File: src/design/uytb_pkg.sv
`timescale 1ns / 1ps
// ============================================================================
// uytb_pkg
// Shared types and constants for the UYVY temporal luma blur: payload
// structs, frame store geometry, index reduction constants.
// ============================================================================
package uytb_pkg;

    localparam int unsigned FRAME_PAIRS = 65536;
    localparam int unsigned ADDR_W      = $clog2(FRAME_PAIRS);
    localparam int unsigned IDX_W       = 16;
    localparam int unsigned LUMA_W      = 8;
    localparam int unsigned STORE_W     = 2 * LUMA_W;

    // floor(x / FRAME_PAIRS) = (x * DIV_M) >> DIV_SH, exact for all IDX_W-bit x
    localparam int unsigned DIV_SH      = IDX_W + ADDR_W;
    localparam int unsigned DIV_M_W     = IDX_W + 1;
    localparam int unsigned DIV_PROD_W  = IDX_W + DIV_M_W;

    typedef logic [ADDR_W-1:0]     t_addr;
    typedef logic [IDX_W-1:0]      t_idx;
    typedef logic [LUMA_W-1:0]     t_luma;
    typedef logic [STORE_W-1:0]    t_store;
    typedef logic [DIV_M_W-1:0]    t_div_m;
    typedef logic [DIV_PROD_W-1:0] t_div_prod;

    localparam t_div_m DIV_M = t_div_m'(((64'd1 << DIV_SH) + 64'(FRAME_PAIRS) - 64'd1)
                                        / 64'(FRAME_PAIRS));

    localparam t_luma FULL_WEIGHT = 8'd255;
    localparam t_luma LUMA_MIN    = 8'd16;
    localparam t_luma LUMA_MAX    = 8'd235;

    typedef struct packed {
        logic [15:0] pair_index;
        logic [7:0]  u_in;
        logic [7:0]  luma_first_in;
        logic [7:0]  v_in;
        logic [7:0]  luma_second_in;
    } t_pix_in;

    typedef struct packed {
        logic [7:0] u_out;
        logic [7:0] luma_first_out;
        logic [7:0] v_out;
        logic [7:0] luma_second_out;
    } t_pix_out;

    typedef struct packed {
        logic  busy;
        t_addr addr;
    } t_clr_ctl;

endpackage

File: src/design/uytb_clear.sv
`timescale 1ns / 1ps
// ============================================================================
// uytb_clear
// Post-reset sweep of the frame store: walks every entry once, one per
// cycle, and flags busy until the last entry is written.
// ============================================================================
module uytb_clear (
    input  logic               i_clk,
    input  logic               i_rst_n,
    output uytb_pkg::t_clr_ctl o_ctl
);

    localparam uytb_pkg::t_addr LAST_ADDR = uytb_pkg::t_addr'(uytb_pkg::FRAME_PAIRS - 1);

    logic            r_busy;
    uytb_pkg::t_addr r_addr;
    logic            n_busy;
    uytb_pkg::t_addr n_addr;

    always_comb begin
        n_busy = r_busy;
        n_addr = r_addr;
        if (r_busy) begin
            n_addr = r_addr + 1'b1;
            if (r_addr == LAST_ADDR) begin
                n_busy = 1'b0;
            end
        end
    end

    always_ff @(posedge i_clk) begin
        if (!i_rst_n) begin
            r_busy <= 1'b1;
            r_addr <= '0;
        end else begin
            r_busy <= n_busy;
            r_addr <= n_addr;
        end
    end

    assign o_ctl.busy = r_busy;
    assign o_ctl.addr = r_addr;

endmodule

File: config.mk
export PLATFORM = sky130hd
export DESIGN_NAME = uytb_clear
export DESIGN_NICKNAME = d
export VERILOG_FILES = /design/src/design/uytb_pkg.sv /design/src/design/uytb_clear.sv
export SDC_FILE = /design/constraint.sdc
export NUM_CORES = 1
export LEC_CHECK = 0
export BUFFER_PORTS_ARGS = -buffer_cell sky130_fd_sc_hd__buf_4
export CORE_UTILIZATION = 45
export CTS_CLUSTER_SIZE = 20
export DETAILED_ROUTE_END_ITERATION = 8
export PLACE_DENSITY_LB_ADDON = 0.1
export RECOVER_POWER = 25
export SETUP_SLACK_MARGIN = 0.5
export SLEW_MARGIN = 20
export SYNTH_ARGS = -nofsm -noshare
export SYNTH_HDL_FRONTEND = slang
export SYNTH_SLANG_ARGS = --single-unit
File: constraint.sdc
create_clock -name i_clk -period 1.9 [get_ports i_clk]
set_input_delay 0.38 -clock i_clk [delete_from_list [all_inputs] [get_ports i_clk]]
set_output_delay 0.38 -clock i_clk [all_outputs]
set_load 0.02 [all_outputs]
# Word level (Yosys, flattened, before mapping)
# Cells that the tools add are included.
# W data, S select, Z words.
[totals]
output_inout_bits = 17
ff_bits = 17
wordCells = 6
input_bits = 2
[op_classes]
muxes = 2
add_sub_neg = 1
n_eq_ne = 1
[op_table]
columns = ["op", "n"]
rows = [
  ["$add A16 B1 Y16 const B", 1],
  ["$eq A16 B16 Y1 const B", 1],
  ["$mux W1", 2],
]

# Logic depth before layout (Yosys ltp)
[logic_depth]
ltp_word = 3
depth_mapped = 5
depth_no_buf = 5

# Worst setup path before layout
# No wires, ideal clock.
[synth_timing]
path_type = "register to register"
start = "reg r_addr[0]"
end = "reg r_addr[14]"
period_less_slack_ns = 1.580
t_required_ns = 1.830
arrival_time_ns = 1.511
stages_incl_launch_ff = 6
slack_ns = 0.320
setup_ns = 0.070
n_path_buf = 0
cell_sequence = "dfxtp_1 > ha_1 > and3_1 > nand3_4 > or3_1 > a21boi_1"
[synth_via]
elab_chain_len = 1
[synth_lines]
columns = ["item", "line_no", "rtl"]
rows = [
  ["start, declared", "uytb_clear.sv:16", "uytb_pkg::t_addr r_addr;"],
  ["start signal, assigned", "uytb_clear.sv:37", "r_addr <= n_addr;"],
  ["$add A16 B1 Y16", "uytb_clear.sv:24", "n_addr = r_addr + 1'b1;"],
]
# Every way passes these cells.
# A chain may end at the register's enable or synchronous reset.

==> run_results.csv <==
group,metric,value,unit
grt,grt_usage,0.180,
setup_path,crit_type,"flop to flop",
sta,final.setup.worst_slack,465,ps
sta,layout_min_cycle_time,1440,ps
cts,h-tree-depth,1,
setup_path,cp_cell_sequence,"and4_1 > nand3_4 > or3_1 > a21boi_1",
routing,detailedRoute.firstIterationViolations,13,
sta,period_share,0.755,
setup_path,largest_driver_fanout_on_the_critical_path,7,
layout,area_of_the_multi_input_gates,433,µm²
sta,max_slew_margin,0.829,
cts,cell_at_the_root_of_the_clock_tree,"clkbuf_4",
synthesis,cell_count_after_synthesis,81,
layout,antenna-diode-count,0,
cts,clock_tree.buffer_depth,2,
layout,final_layout_size_suffix_gt1_frac,0.394,
cts,tritoncts_clock_tree,"done",
routing,antenna_left,0,
sta,setup_repair_after_global_routing_missed_its_margin,"true",
synthesis,synth_warnings,0,
pwr,power_leakage,0.405,nW
routing,drt-vias-per-instance,5.28,
pwr,design_power_total,0.600,mW
synthesis,synth.yosys.seq_area_share,0.430,
routing,avgRoutedWirePerCell,12.9,µm
layout,net_total_in_the_final_layout,108,
placement,postPlaceCellArea,943,µm²
sta,post_route_clock_skew,2.73,ps
routing,via_count,634,
routing,m1WireLength,794,µm
cts,cts_made_buffers,3,
floorplan,initial_core_util,0.502,
grt,first_pass_grt_wire_length,2.52,mm
setup_path,arrival,1670,ps
cts,clock_insertion_delay_worst_skew,290,ps
pwr,power-per-cell-area,591,nW/µm²
pwr,max-vdd-ir-drop,0.421,mV
routing,detailroute.wirelength.met2,667,µm
routing,number_of_iterations_in_the_first_detailed_routing_pass,5,
floorplan,fp.dieW,43.9,µm
synthesis,combined_area_of_all_synthesized_cells,791,µm²
floorplan,fp.coreArea,1580,µm²
placement,numPortBuffers,18,
layout,final_area,1010,µm²
sta,finalHoldViolCount,0,
run,max_cap_violations,0,
setup_path,crit_path_start_kind,"flop",
floorplan,design.portCount,19,
placement,dp_cells,111,
sta,max_clock_freq,697,MHz
setup_path,critPathBufInv,0,
synthesis,syn-num-nets,84,
routing,top_signal_layer_used,"met4",
routing,wl_met3,62,µm
cts,clock_sinks,17,
cts,cts.clk_slew.worst_paths,100,ps
setup_path,timing.critical_path.max_delay_family,"simple AND/OR/NAND/NOR gates",
sta,fin_hold_ws,355,ps
routing,drc_errors,0,
sta,slew_viols_final,0,
setup_path,critPathSlowestCell,"dfxtp_4",
floorplan,area_of_the_die,1930,µm²
status,status,"complete, no violations",
grt,grt_max_degree,20,
sta,total_negative_slack,0,ps
layout,area.growth.synth_to_final,28.3,%
placement,place_ws,350,ps
setup_path,crit_path_end_kind,"flop",
setup_path,crit_path_max_cell_delay,400,ps
layout,filler_cell_count,148,
placement,gp_congestion,0.726,
worst_hold_path,hold_class,"input port to flop",
grt,globalRoute.totalOverflow,0,
layout,ff_latch_area,363,µm²
cts,ctsHoldBuffers,0,
floorplan,die_h,43.9,µm
sta,worst_pin_slew,257,ps
synthesis,netlist-cell-type-count,21,
synthesis,ys_ff_latch,17,
sta,final-setup-viol-count,0,
grt,number_of_global_route_vias_before_repair,575,
grt,number_of_antenna_violations_at_the_first_check_in_global_routing,0,
placement,dpl.hpwl,1.04,mm
floorplan,row_count,14,
routing,postRouteWirelength,1.54,mm
synthesis,avg_synthesized_cell_area,9.76,µm²
layout,final_standard_cell_count_with_taps_included_and_fillers_excluded,120,
setup_path,critPathRequiredTime,2130,ps
layout,final_util,0.644,
-- flip-flops by register name, indices dropped and copies added (netlist names) --
signal and count:
r_addr 16, r_busy 1
-- power by group --
| part | leakage, nW | total (mW) | switching [mW] | internal, mW |
|---|---|---|---|---|
| Sequential | 0.143 | 0.362 | 0.00472 | 0.358 |
| Combinational | 0.248 | 0.0427 | 0.0212 | 0.0215 |
| Clock | 0.0150 | 0.195 | 0.113 | 0.0818 |
-- area by class of cell --
class,count,area share
Clock buffer,4,0.0259
Multi-Input combinational cell,60,0.427
Timing Repair Buffer,23,0.170
Sequential cell,17,0.358
Tap cell,16,0.0197
-- per-layer routing --
| metal | vias up | GRT usage |
|---|---|---|
| met4 | 0 | 0.0909 |
| li1 | 332 | - |
| met1 | 282 | 0.217 |
| met2 | 17 | 0.284 |
| met5 | - | 0 |
| met3 | 3 | 0.0625 |
-- worst reg2reg max path, cell delays in order, from the launching register on --
cell and delay (ps):
dfxtp_4 400, and4_1 340, nand3_4 140, or3_1 360, a21boi_1 140
-- path summary, 6_finish.rpt --
check              from         end  slack (ps)  cells after the start
max              r_busy  r_addr[15]         460                      4
min             i_rst_n      r_busy         360                      2
max reg2reg      r_busy  r_addr[15]         460                      4
min reg2reg  r_addr[14]  r_addr[14]         520                      2
-- synth_stat cells --
cell,number,area (µm²)
a21boi_1,3,22.5
and2_1,10,62.6
and3_1,2,12.5
and4_1,3,26.3
buf_4,3,22.5
clkbuf_1,1,3.75
dfxtp_1,17,340
ha_1,1,12.5
mux2i_1,1,10.0
nand2_1,6,22.5
nand2b_1,2,12.5
nand3_1,4,20.0
nand3_4,2,35.0
nand4_1,4,25.0
nor2b_1,1,6.26
o211ai_1,2,15.0
o21ai_1,4,20.0
o31ai_1,2,15.0
or3_1,3,18.8
xnor2_1,8,70.1
xor2_1,2,17.5
-- cells by family after synthesis --
| group | Yosys count | share of synthesized area |
|---|---|---|
| xor+xnor | 10 | 0.111 |
| mux | 1 | 0.0127 |
| fa+ha+maj | 1 | 0.0158 |
| buf+inv | 4 | 0.0332 |
| simple gates | 37 | 0.305 |
| flops | 17 | 0.430 |
| compound gates | 11 | 0.0918 |
-- layout by cell type, fill, tap and decap left out, drive strengths merged --
| cell | synthesis | final |
|---|---|---|
| ha | 1 | 1 |
| or3 | 3 | 3 |
| and2 | 10 | 10 |
| and4 | 3 | 3 |
| nand4 | 4 | 4 |
| xnor2 | 8 | 8 |
| mux2i | 1 | 1 |
| o211ai | 2 | 2 |
| dfxtp | 17 | 17 |
| nand2b | 2 | 2 |
| nand2 | 6 | 6 |
| xor2 | 2 | 2 |
| buf | 3 | 23 |
| and3 | 2 | 2 |
| a21boi | 3 | 3 |
| o31ai | 2 | 2 |
| nor2b | 1 | 1 |
| nand3 | 6 | 6 |
| clkbuf | 1 | 4 |
| o21ai | 4 | 4 |
-- timing repair --
item / 4_1_cts / 5_1_grt
gates resized for setup: 5 / 8
gates cloned: 0 / 0
endpoints found under the setup margin: 6 / 5
buffers inserted: 3 / 2
endpoints found under the hold margin: 0 / 0
pin swaps: 2 / 4
No activity file was read; power rests on OpenSTA's default activity.
