[config.mk]
export PLATFORM = sky130hd
export DESIGN_NAME = uytb_blend
export DESIGN_NICKNAME = d
export VERILOG_FILES = /design/src/design/uytb_pkg.sv /design/src/design/uytb_blend.sv
export SDC_FILE = /design/constraint.sdc
export NUM_CORES = 1
export LEC_CHECK = 0
export BUFFER_PORTS_ARGS = -buffer_cell sky130_fd_sc_hd__clkbuf_2
export CORE_UTILIZATION = 35
export DETAILED_ROUTE_END_ITERATION = 12
export RECOVER_POWER = 25
export SYNTH_ARGS = -nofsm -noshare
export SYNTH_HDL_FRONTEND = slang
export SYNTH_SLANG_ARGS = --single-unit
[constraint.sdc]
create_clock -name vclk -period 21.7
set_clock_uncertainty 0.15 [all_clocks]
set_input_delay 3.255 -clock vclk [all_inputs]
set_output_delay 3.255 -clock vclk [all_outputs]
set_load 0.005 [all_outputs]
[src/design/uytb_pkg.sv]
`timescale 1ns / 1ps
// ============================================================================
// uytb_pkg
// Shared types and constants for the UYVY temporal luma blur: payload
// structs, frame store geometry, index reduction constants.
// ============================================================================
package uytb_pkg;

    localparam int unsigned FRAME_PAIRS = 65536;
    localparam int unsigned ADDR_W      = $clog2(FRAME_PAIRS);
    localparam int unsigned IDX_W       = 16;
    localparam int unsigned LUMA_W      = 8;
    localparam int unsigned STORE_W     = 2 * LUMA_W;

    // floor(x / FRAME_PAIRS) = (x * DIV_M) >> DIV_SH, exact for all IDX_W-bit x
    localparam int unsigned DIV_SH      = IDX_W + ADDR_W;
    localparam int unsigned DIV_M_W     = IDX_W + 1;
    localparam int unsigned DIV_PROD_W  = IDX_W + DIV_M_W;

    typedef logic [ADDR_W-1:0]     t_addr;
    typedef logic [IDX_W-1:0]      t_idx;
    typedef logic [LUMA_W-1:0]     t_luma;
    typedef logic [STORE_W-1:0]    t_store;
    typedef logic [DIV_M_W-1:0]    t_div_m;
    typedef logic [DIV_PROD_W-1:0] t_div_prod;

    localparam t_div_m DIV_M = t_div_m'(((64'd1 << DIV_SH) + 64'(FRAME_PAIRS) - 64'd1)
                                        / 64'(FRAME_PAIRS));

    localparam t_luma FULL_WEIGHT = 8'd255;
    localparam t_luma LUMA_MIN    = 8'd16;
    localparam t_luma LUMA_MAX    = 8'd235;

    typedef struct packed {
        logic [15:0] pair_index;
        logic [7:0]  u_in;
        logic [7:0]  luma_first_in;
        logic [7:0]  v_in;
        logic [7:0]  luma_second_in;
    } t_pix_in;

    typedef struct packed {
        logic [7:0] u_out;
        logic [7:0] luma_first_out;
        logic [7:0] v_out;
        logic [7:0] luma_second_out;
    } t_pix_out;

    typedef struct packed {
        logic  busy;
        t_addr addr;
    } t_clr_ctl;

endpackage

[src/design/uytb_blend.sv]
`timescale 1ns / 1ps
// ============================================================================
// uytb_blend
// Recursive half of the luma blend for both samples of a macropixel: adds
// the weighted stored luma to the weighted fresh term and clamps to video
// range.
// ============================================================================
module uytb_blend (
    input  uytb_pkg::t_luma  i_blur,
    input  uytb_pkg::t_store i_fresh,
    input  uytb_pkg::t_store i_stored,
    output uytb_pkg::t_store o_luma
);

    function automatic uytb_pkg::t_luma blend_one(
        input uytb_pkg::t_luma fresh,
        input uytb_pkg::t_luma stored,
        input uytb_pkg::t_luma blur
    );
        logic [2*uytb_pkg::LUMA_W-1:0] prod;
        logic [uytb_pkg::LUMA_W:0]     sum;
        uytb_pkg::t_luma               res;
        prod = stored * blur;
        sum  = {1'b0, fresh} + {1'b0, prod[2*uytb_pkg::LUMA_W-1 -: uytb_pkg::LUMA_W]};
        if (sum < {1'b0, uytb_pkg::LUMA_MIN}) begin
            res = uytb_pkg::LUMA_MIN;
        end else if (sum > {1'b0, uytb_pkg::LUMA_MAX}) begin
            res = uytb_pkg::LUMA_MAX;
        end else begin
            res = sum[uytb_pkg::LUMA_W-1:0];
        end
        return res;
    endfunction

    assign o_luma[uytb_pkg::LUMA_W-1:0] =
        blend_one(i_fresh[uytb_pkg::LUMA_W-1:0], i_stored[uytb_pkg::LUMA_W-1:0], i_blur);
    assign o_luma[uytb_pkg::STORE_W-1:uytb_pkg::LUMA_W] =
        blend_one(i_fresh[uytb_pkg::STORE_W-1:uytb_pkg::LUMA_W],
                  i_stored[uytb_pkg::STORE_W-1:uytb_pkg::LUMA_W], i_blur);

endmodule

Word level (Yosys, flattened, before mapping)
Index checks and enable logic that the tools add are counted.
{"block": "classes", "add_sub_neg": 2, "multipliers": 2, "muxes": 4, "n_div": 0, "bitwise": 0, "n_eq_ne": 0, "shifts": 0, "n_lt_le_gt_ge": 4, "reduce_logical": 0}
{"op": "$mul A8 B8 Y16", "n": 2}
{"op": "$mux W8", "n": 4}
{"op": "$add A8 B8 Y9", "n": 2}
{"op": "$gt A9 B8 Y1 const B", "n": 2}
{"op": "$lt A9 B5 Y1 const B", "n": 2}
{"block": "totals", "latchBits": 0, "memories": 0, "mem_bits_rw": 0, "out_inout_bits": 16, "romBits": 0, "register_bits": 0, "word_cells": 12}

Depth between registers and ports, before layout
Gate-level depths: netlist of the first run.
{"block": "logic_depth", "ltp_word": 5, "mapped_depth": 25}

Least setup slack after synthesis of the first run
Ideal clock, no wire load.
{"block": "synth_timing", "kind": "input port to output port", "from": "input i_blur[7]", "to": "output o_luma[2]", "path_buffers": 1, "t_arrival_ns": 8.835, "path_stages": 23, "setup_slack_ns": 9.460, "cell_sequence": "clkbuf_1 > nand2_1 > fa_1 > fa_1 > inv_1 > fa_1 > fa_1 > ha_1 > a2111oi_0 > o21ai_0 > o21ai_0 > nor2b_1 > nor2_1 > o21bai_1 > xor2_1 > ha_1 > nor2b_4 > o31a_1 > o31a_1 > a21oi_2 > or3b_1 > o21ai_2 > and3b_1"}
{"block": "synth_via", "elab_chain_len": 5, "word_cells_on_any_way": 6}
{"element": "start, declared", "line": "uytb_blend.sv:9", "source": "input uytb_pkg::t_luma i_blur,"}
{"element": "$mul A8 B8 Y16 *", "line": "uytb_blend.sv:23", "source": "prod = stored * blur;"}
{"element": "$add A8 B8 Y9 *", "line": "uytb_blend.sv:24", "source": "sum = {1'b0, fresh} + {1'b0, prod[2*uytb_pkg::LUMA_W-1 -: uytb_pkg::LUMA_W]};"}
{"element": "$gt A9 B8 Y1", "line": "uytb_blend.sv:27", "source": "end else if (sum > {1'b0, uytb_pkg::LUMA_MAX}) begin"}
{"element": "$mux W8", "line": "uytb_blend.sv:27"}
{"element": "$mux W8 *", "line": "uytb_blend.sv:25", "source": "if (sum < {1'b0, uytb_pkg::LUMA_MIN}) begin"}
{"element": "end, declared", "line": "uytb_blend.sv:12", "source": "output uytb_pkg::t_store o_luma"}
Every way passes the cells marked *; elsewhere a longest branch is shown, timed or not.

Final worst setup path of the first run
Same ends and word-level chain as after synthesis.

==> flow_metrics.tcl, run 1 <==
set metrics [dict create \
    hold_violations 0 \
    post_cts_buffers 0 \
    dieWidth_um 116.3 \
    slowest_stage "fa_1" \
    path_cells "clkbuf_1 > nand2_1 > fa_1 > fa_1 > inv_1 > fa_1 > fa_1 > ha_1 > a2111oi_0 > o21ai_0 > o21ai_0 > nor2b_1 > nor2_1 > o21bai_1 > xor2_1 > ha_1 > nor2b_4 > o31a_1 > o31a_1 > o22ai_1 > nand2b_2 > nand4b_1 > and3b_1 > clkbuf_2" \
    path_max_fanout 16 \
    syn_to_final_growth_pct 9.989 \
    ir_drop_mv 0.07920 \
    max_slew.worst_pin.slew_ps 581.0 \
    syn_nets 722 \
    fillers 1307 \
    syn-cell-area_mm2 0.004572 \
    vias_per_cell 4.821 \
    cp_common_cell "fa_1" \
    slew_viol_final 0 \
    max_slew_margin_pct 61.27 \
    antenna_found_initial 0 \
    crit_arrival_ps 9510 \
    hold_path_depth 4 \
    layout_commonest_cell "and2_1" \
    maxCapViolations 0 \
    path_delay_family "adder cells" \
    wirelength_um 8684 \
    nClkBuffers 0 \
    hold_buffers 0 \
    die_h_um 116.3 \
    multi_input_area_mm2 0.004198 \
    drive_gt1_share_pct 11.11 \
    post-dp-hpwl_um 7543 \
    firstDrtPassIters 4 \
    cp-start-kind "primary input" \
    yosysSeqAreaShare_pct 0 \
    vias 3606 \
    finalSetupViolations 0 \
    routedWlPerCell_um 11.61 \
    gp_congestion 0.7525 \
    worstPathRequired_ps 18300 \
    avgSynthCellArea_um2 8.659 \
    row_count 41 \
    worst_path_largest_cell_delay_ps 540 \
    seq_area_um2 0 \
    path_depth 24 \
    nets 772 \
    worst-path-buf-inv 3 \
    dieArea_mm2 0.01352 \
    finalInstanceArea_mm2 0.005029 \
    p_leak_nw 2.648 \
    critPathKind "in2out" \
    coreArea_mm2 0.01267 \
    grt_pass1_vias 3565 \
    yosysUniqueCellTypes 45 \
    min_path_type "in2out" \
    io_buffers 56 \
    worstSetupEndpointType "primary output" \
    overflow 0 \
    power.density_mw_per_mm2 132.9 \
    grt_use_total_pct 13.73 \
    initial_core_util_pct 36.08 \
    ant_nets 0 \
    drc 0 \
    period_share_pct 59.53 \
    grt_pass1_wl_um 15530 \
    grt_max_degree 17 \
    design.seq.count 0 \
    antenna_cells 0 \
    cts_resized 0 \
    post-route-min-period_ps 12920 \
    io-pin-count 56 \
    layout_common_cells "101 x and2_1, 90 x inv_1, 82 x ha_1, 72 x fa_1, 54 x clkbuf_2" \
    status "finished clean" \
    tns_ps 0 \
    fmax_ghz 0.07741 \
    rsz0062_at_grt "no" \
    synth_warnings 0 \
    drt_iter0_drc 116 \
    place_area_mm2 0.005037 \
    syn_inst 528 \
]
-- metal layers --
layer	track usage, %	wire (µm)
met1	20.17	4514
met2	23.51	3937
met3	0.5189	208
met4	0.4274	24
met5	0	0
-- kinds of logic (layout without fill, tap and decap cells) --
family | Yosys count | after routing | share of synthesized area (%)
xor+xnor | 24 | 24 | 4.598
buf+inv | 98 | 146 | 8.046
compound gates | 77 | 77 | 11.28
simple gates | 175 | 175 | 22.11
fa+ha+maj | 154 | 154 | 53.97
-- cell usage after synthesis (3+ instances only) --
| cell | count | area share [%] |
|---|---|---|
| a21oi_1 | 16 | 1.8 |
| o21a_1 | 9 | 1.5 |
| nand4b_1 | 3 | 0.57 |
| o21ai_0 | 16 | 1.8 |
| a211oi_1 | 3 | 0.49 |
| a31oi_1 | 4 | 0.55 |
| nand2b_1 | 4 | 0.55 |
| and2_1 | 102 | 14 |
| o31a_1 | 4 | 0.77 |
| inv_1 | 90 | 7.4 |
| clkbuf_1 | 8 | 0.66 |
| ha_1 | 82 | 22 |
| xor2_1 | 12 | 2.3 |
| a21o_1 | 7 | 1.1 |
| xnor2_1 | 12 | 2.3 |
| nand4_1 | 3 | 0.41 |
| nor2_1 | 17 | 1.4 |
| o21bai_1 | 4 | 0.66 |
| or2_2 | 3 | 0.41 |
| fa_1 | 72 | 32 |
| nand2_1 | 28 | 2.3 |
-- stage by stage --
stage	setup WS [ps]	instances	power (mW)	hold slack (ps)	util, %
global route	8211	748	0.7667	6811	39.69
floorplan	9460	528	0.5023	6588	-
finish	8781	748	0.6683	6775	39.69
global placement	9161	748	0.6632	6779	39.76
detailed placement	9048	748	0.6717	6777	39.76
CTS	9041	748	0.6794	6778	39.76
-- path summary, 6_finish.rpt --
kind,startpoint,to,slack [ps]
setup / recovery,i_blur[7],o_luma[2],8780
hold / removal,i_fresh[0],o_luma[0],6780
-- cell type report --
type | instances | area share, %
Inverter | 90 | 6.718
Multi-Input combinational cell | 430 | 83.48
Tap cell | 172 | 4.280
Timing Repair Buffer | 56 | 5.524
-- worst min-delay path: cells and delay by family --
family | cells | cell delay, ps
buffers and inverters | 2 | 180
adders and majority gates | 1 | 120
AOI/OAI and AO/OA | 1 | 110
-- power by group --
part           total (mW)  switching (mW)  internal, mW
Combinational       0.668           0.352         0.317
Sequential              0               0             0
Clock                   0               0             0
(Power assumes the default switching activity.)
==> run 2: changes to the inputs <==
ABC_AREA = 1   (was default)
clock period = 12.7 ns   (was 21.7 ns; I/O delays follow)
==> run 2 against run 1 <==
  * Critical endpoint is now o_luma[3]
  * Die area rose by 20%
  * Critical path depth rose by 3
  * Sequential share of layout area did not move
  * Routed wire length rose by 31%
  * Final cell count rose by 46%
  * Utilization fell by 0.86 points
  * First-iteration DRC count rose to 2.6 times the previous value
==> flow_metrics.tcl, run 2 <==
set metrics [dict create \
    die_h_um 127.6 \
    hold_violations 0 \
    cp_common_cell "nand2_1" \
    muxShareOfSynthArea_pct 0 \
    overflow 0 \
    drt_iter0_drc 303 \
    yosysSeqAreaShare_pct 0 \
    finalSetupViolations 0 \
    finalInstanceArea_mm2 0.005946 \
    synthSimpleGateAreaFrac_pct 27.34 \
    path_depth 27 \
    dieWidth_um 127.6 \
    routedWlPerCell_um 10.37 \
    max_slew.worst_pin.slew_ps 852.8 \
    synth_top_family_by_area "adder cells" \
    nets 1080 \
    cp-endpoint "o_luma[3]" \
    worst-path-buf-inv 8 \
    syn_inst 854 \
    synth_adder_area_share_pct 44.71 \
    grt_pass1_vias 4553 \
    syn_to_final_growth_pct 7.731 \
    path_delay_family "adder cells" \
    slowest_stage "a21boi_0" \
    p_sw_share_pct 60.23 \
    final_util_pct 38.82 \
    syn-cell-area_mm2 0.005519 \
    worstSetupEndpointType "primary output" \
    crit_arrival_ps 7980 \
    firstDrtPassIters 5 \
    synth_top_area_cell "fa_1" \
    p_clk_share_pct 0 \
    cts_resized 0 \
    worstPathRequired_ps 10640 \
    synth_compound_area_share_pct 6.166 \
    place_area_mm2 0.005962 \
    synth_xor_xnor_area_share_pct 2.063 \
    fmax_ghz 0.09966 \
    syn_nets 1048 \
    dp_cells 1095 \
    multi_input_area_mm2 0.004417 \
    comb_power_share_pct 100.0 \
    rsz0062_at_grt "no" \
    antenna_cells 0 \
    gp_congestion 0.8164 \
    drive_gt1_share_pct 10.07 \
    hold_path_depth 7 \
    timing.final.ws_setup_ps 2666 \
    place_ws_ps 3386 \
    row_count 45 \
    p_leak_nw 4.044 \
    dr.max_layer_used "met3" \
    synth_warnings 0 \
    synth_top_cells_by_count "256 x inv_1, 239 x nand2_1, 82 x ha_1" \
    power.density_mw_per_mm2 236.7 \
    post-dp-hpwl_um 10020 \
    wirelength_um 11360 \
    status "finished clean" \
    seq_area_um2 0 \
    yosysUniqueCellTypes 34 \
    total_power_mw 1.407 \
    post_cts_buffers 0 \
    cp-startpoint "i_blur[7]" \
    vias 4877 \
    layout_commonest_cell "inv_1" \
    final_cells 1095 \
    dr_wl_met2_um 4480 \
    path_max_fanout 16 \
    synth.area.top_cells "fa_1 26%, ha_1 19%, inv_1 17%, nand2_1 16%, nand3_1 3.4%" \
    tns_ps 0 \
    p_seq_share_pct 0 \
    ant_nets 0 \
    grt_use_total_pct 14.62 \
    worst_path_largest_cell_delay_ps 670 \
    max_slew_margin_pct 42.63 \
    nClkBuffers 0 \
    drc 0 \
    ir_drop_mv 0.1662 \
    grt_max_degree 17 \
    met1_length_um 6273 \
    cp-start-kind "primary input" \
    initial_core_util_pct 36.04 \
    layout_common_cells "256 x inv_1, 240 x nand2_1, 82 x ha_1, 72 x fa_1, 54 x clkbuf_2" \
    io-pin-count 56 \
    synth_top_area_share_pct 26.12 \
    fillers 1661 \
    slew_viol_final 0 \
    antenna_found_initial 0 \
    coreArea_mm2 0.01531 \
    maxCapViolations 0 \
    design.seq.count 0 \
    p_int_mw 0.5598 \
    vias_per_cell 4.454 \
    avgSynthCellArea_um2 6.463 \
    io_buffers 56 \
    min_path_type "in2out" \
    critPathKind "in2out" \
    hold_buffers 0 \
    switching_power_mw 0.8476 \
    post-route-min-period_ps 10030 \
    whs_ps 4181 \
    dieArea_mm2 0.01628 \
    grt_pass1_wl_um 20160 \
    period_share_pct 79.01 \
    yosysMostFrequentCell "inv_1" \
    wl_met3_um 602 \
]
[run 2: tightest hold or removal path: stages]
cell and delay, ps:
clkbuf_2 80, ha_1 130, inv_1 60, nand3_1 70, nand2_1 50, inv_1 40, clkbuf_2 100
[run 2: area by class of cell]
class	instances	share of cell area (%)
repair buffers	56	4.672
multi-input cells	565	74.28
well taps	211	4.440
inverters	263	16.60
[run 2: worst min path at each step]
stage / from / end
detailed placement: i_fresh[0] / o_luma[0]
finish: i_fresh[0] / o_luma[0]
global placement: i_fresh[0] / o_luma[0]
global route: i_fresh[0] / o_luma[0]
CTS: i_fresh[0] / o_luma[0]
floorplan: i_fresh[8] / o_luma[8]
[run 2: metal layers]
| layer | GRT usage (%) | vias to the layer above |
|---|---|---|
| met5 | 0 | - |
| li1 | - | 2555 |
| met3 | 0.5863 | 0 |
| met4 | 0.06920 | 0 |
| met1 | 24.17 | 2214 |
| met2 | 21.89 | 108 |
[run 2: cells by family after synthesis]
group                      Yosys count
xor gates and xnor gates            13
AOI/OAI and AO/OA                   52
and+or+nand+nor                    346
buffers and inverters              289
adders and majority gates          154
[run 2: power groups by stage]
stage               clock network [mW]  registers [mW]  logic, mW
global route                         0               0       1.63
detailed placement                   0               0       1.42
CTS                                  0               0       1.43
finish                               0               0       1.41
global placement                     0               0       1.42
floorplan                            0               0       1.08
==> run 3: changes to the inputs <==
clock period = 9.26 ns   (was 12.7 ns; I/O delays follow)
==> run 3 against run 2 <==
  * Non-clock buffer count unchanged
  * Setup slack got worse by 1700 ps
  * Critical path type unchanged
  * Die area unchanged
  * Critical endpoint unchanged
==> flow_metrics.tcl, run 3 (synthesis results as in run 2) <==
set metrics [dict create \
    status "finished clean" \
    ir_drop_mv 0.2576 \
    rsz0062_at_grt "no" \
    min_path_type "in2out" \
    power.density_mw_per_mm2 325.8 \
    final_util_pct 38.91 \
    initial_core_util_pct 36.04 \
    overflow 0 \
    dieArea_mm2 0.01628 \
    post_cts_buffers 0 \
    path_max_fanout 16 \
    gp_congestion 0.8162 \
    max_slew.worst_pin.slew_ps 395.7 \
    post-route-min-period_ps 8306 \
    drive_gt1_share_pct 10.41 \
    die_h_um 127.6 \
    cp-start-kind "primary input" \
    grt_pass1_wl_um 20300 \
    slew_viol_final 0 \
    antenna_found_initial 0 \
    fmax_ghz 0.1204 \
    period_share_pct 89.70 \
    tns_ps 0 \
    timing.final.ws_setup_ps 954.1 \
    row_count 45 \
    worstSetupEndpointType "primary output" \
    layout_commonest_cell "inv_1" \
    wirelength_um 11330 \
    seq_area_um2 0 \
    slowest_stage "fa_1" \
    cts_resized 0 \
    syn_to_final_growth_pct 7.980 \
    crit_arrival_ps 6770 \
    nClkBuffers 0 \
    layout_common_cells "256 x inv_1, 240 x nand2_1, 82 x ha_1, 72 x fa_1, 56 x clkbuf_2" \
    hold_buffers 0 \
    place_ws_ps 946.5 \
    worstPathRequired_ps 7720 \
    drt_iter0_drc 280 \
    io-pin-count 56 \
    vias 4837 \
    p_leak_nw 4.060 \
    firstDrtPassIters 5 \
    grt_use_total_pct 14.66 \
    maxCapViolations 0 \
    grt_max_degree 17 \
    routedWlPerCell_um 10.35 \
    dieWidth_um 127.6 \
    drc 0 \
    vias_per_cell 4.417 \
    coreArea_mm2 0.01531 \
    nets 1080 \
    antenna_cells 0 \
    design.seq.count 0 \
    io_buffers 56 \
    finalSetupViolations 0 \
    post-dp-hpwl_um 9893 \
    ant_nets 0 \
    max_slew_margin_pct 73.62 \
    worst_path_largest_cell_delay_ps 550 \
    critPathKind "in2out" \
    hold_violations 0 \
    grt_pass1_vias 4523 \
]
[run 3: worst max-delay path: cells and delay by family]
kind	cells	cell delay (ps)
AND/OR/NAND/NOR	7	660
adder cells (fa/ha/maj)	6	2730
AO/OA/AOI/OAI	5	1300
buffers and inverters	7	690
[run 3: power breakdown]
group | internal, mW | switching, mW
Clock | 0 | 0
Combinational | 0.773 | 1.17
Sequential | 0 | 0
Total | 0.773 | 1.17
[run 3: final cells by class]
cell class | count | area, µm²
inverter | 263 | 987.2
fill | 1682 | 9355
timing repair buffer | 56 | 280.3
tap | 211 | 264.0
multi-input combinational | 565 | 4428
[run 3: final timing paths]
path       start         to  slack, ps  cells after the start
max    i_blur[6]  o_luma[3]        950                     25
min   i_fresh[0]  o_luma[0]       3140                      7
[run 3: layer usage]
metal  GRT usage (%)  vias up  routed length [µm]
met3          0.6281        0                 643
met2           22.02      116                4396
li1                -     2554                   -
met1           24.19     2167                6289
met4               0        0                   0
met5               0        -                   0
[run 3: metrics by stage]
stage | power, mW | instances | area (µm²) | hold slack (ps)
after floorplan | 1.478 | 854 | 5519 | 2915
final | 1.941 | 1095 | 5959 | 3141
after detailed placement | 1.940 | 1095 | 5962 | 3146
after CTS | 1.954 | 1095 | 5962 | 3149
after global placement | 1.947 | 1095 | 5962 | 3141
after global routing | 2.253 | 1095 | 5959 | 3199
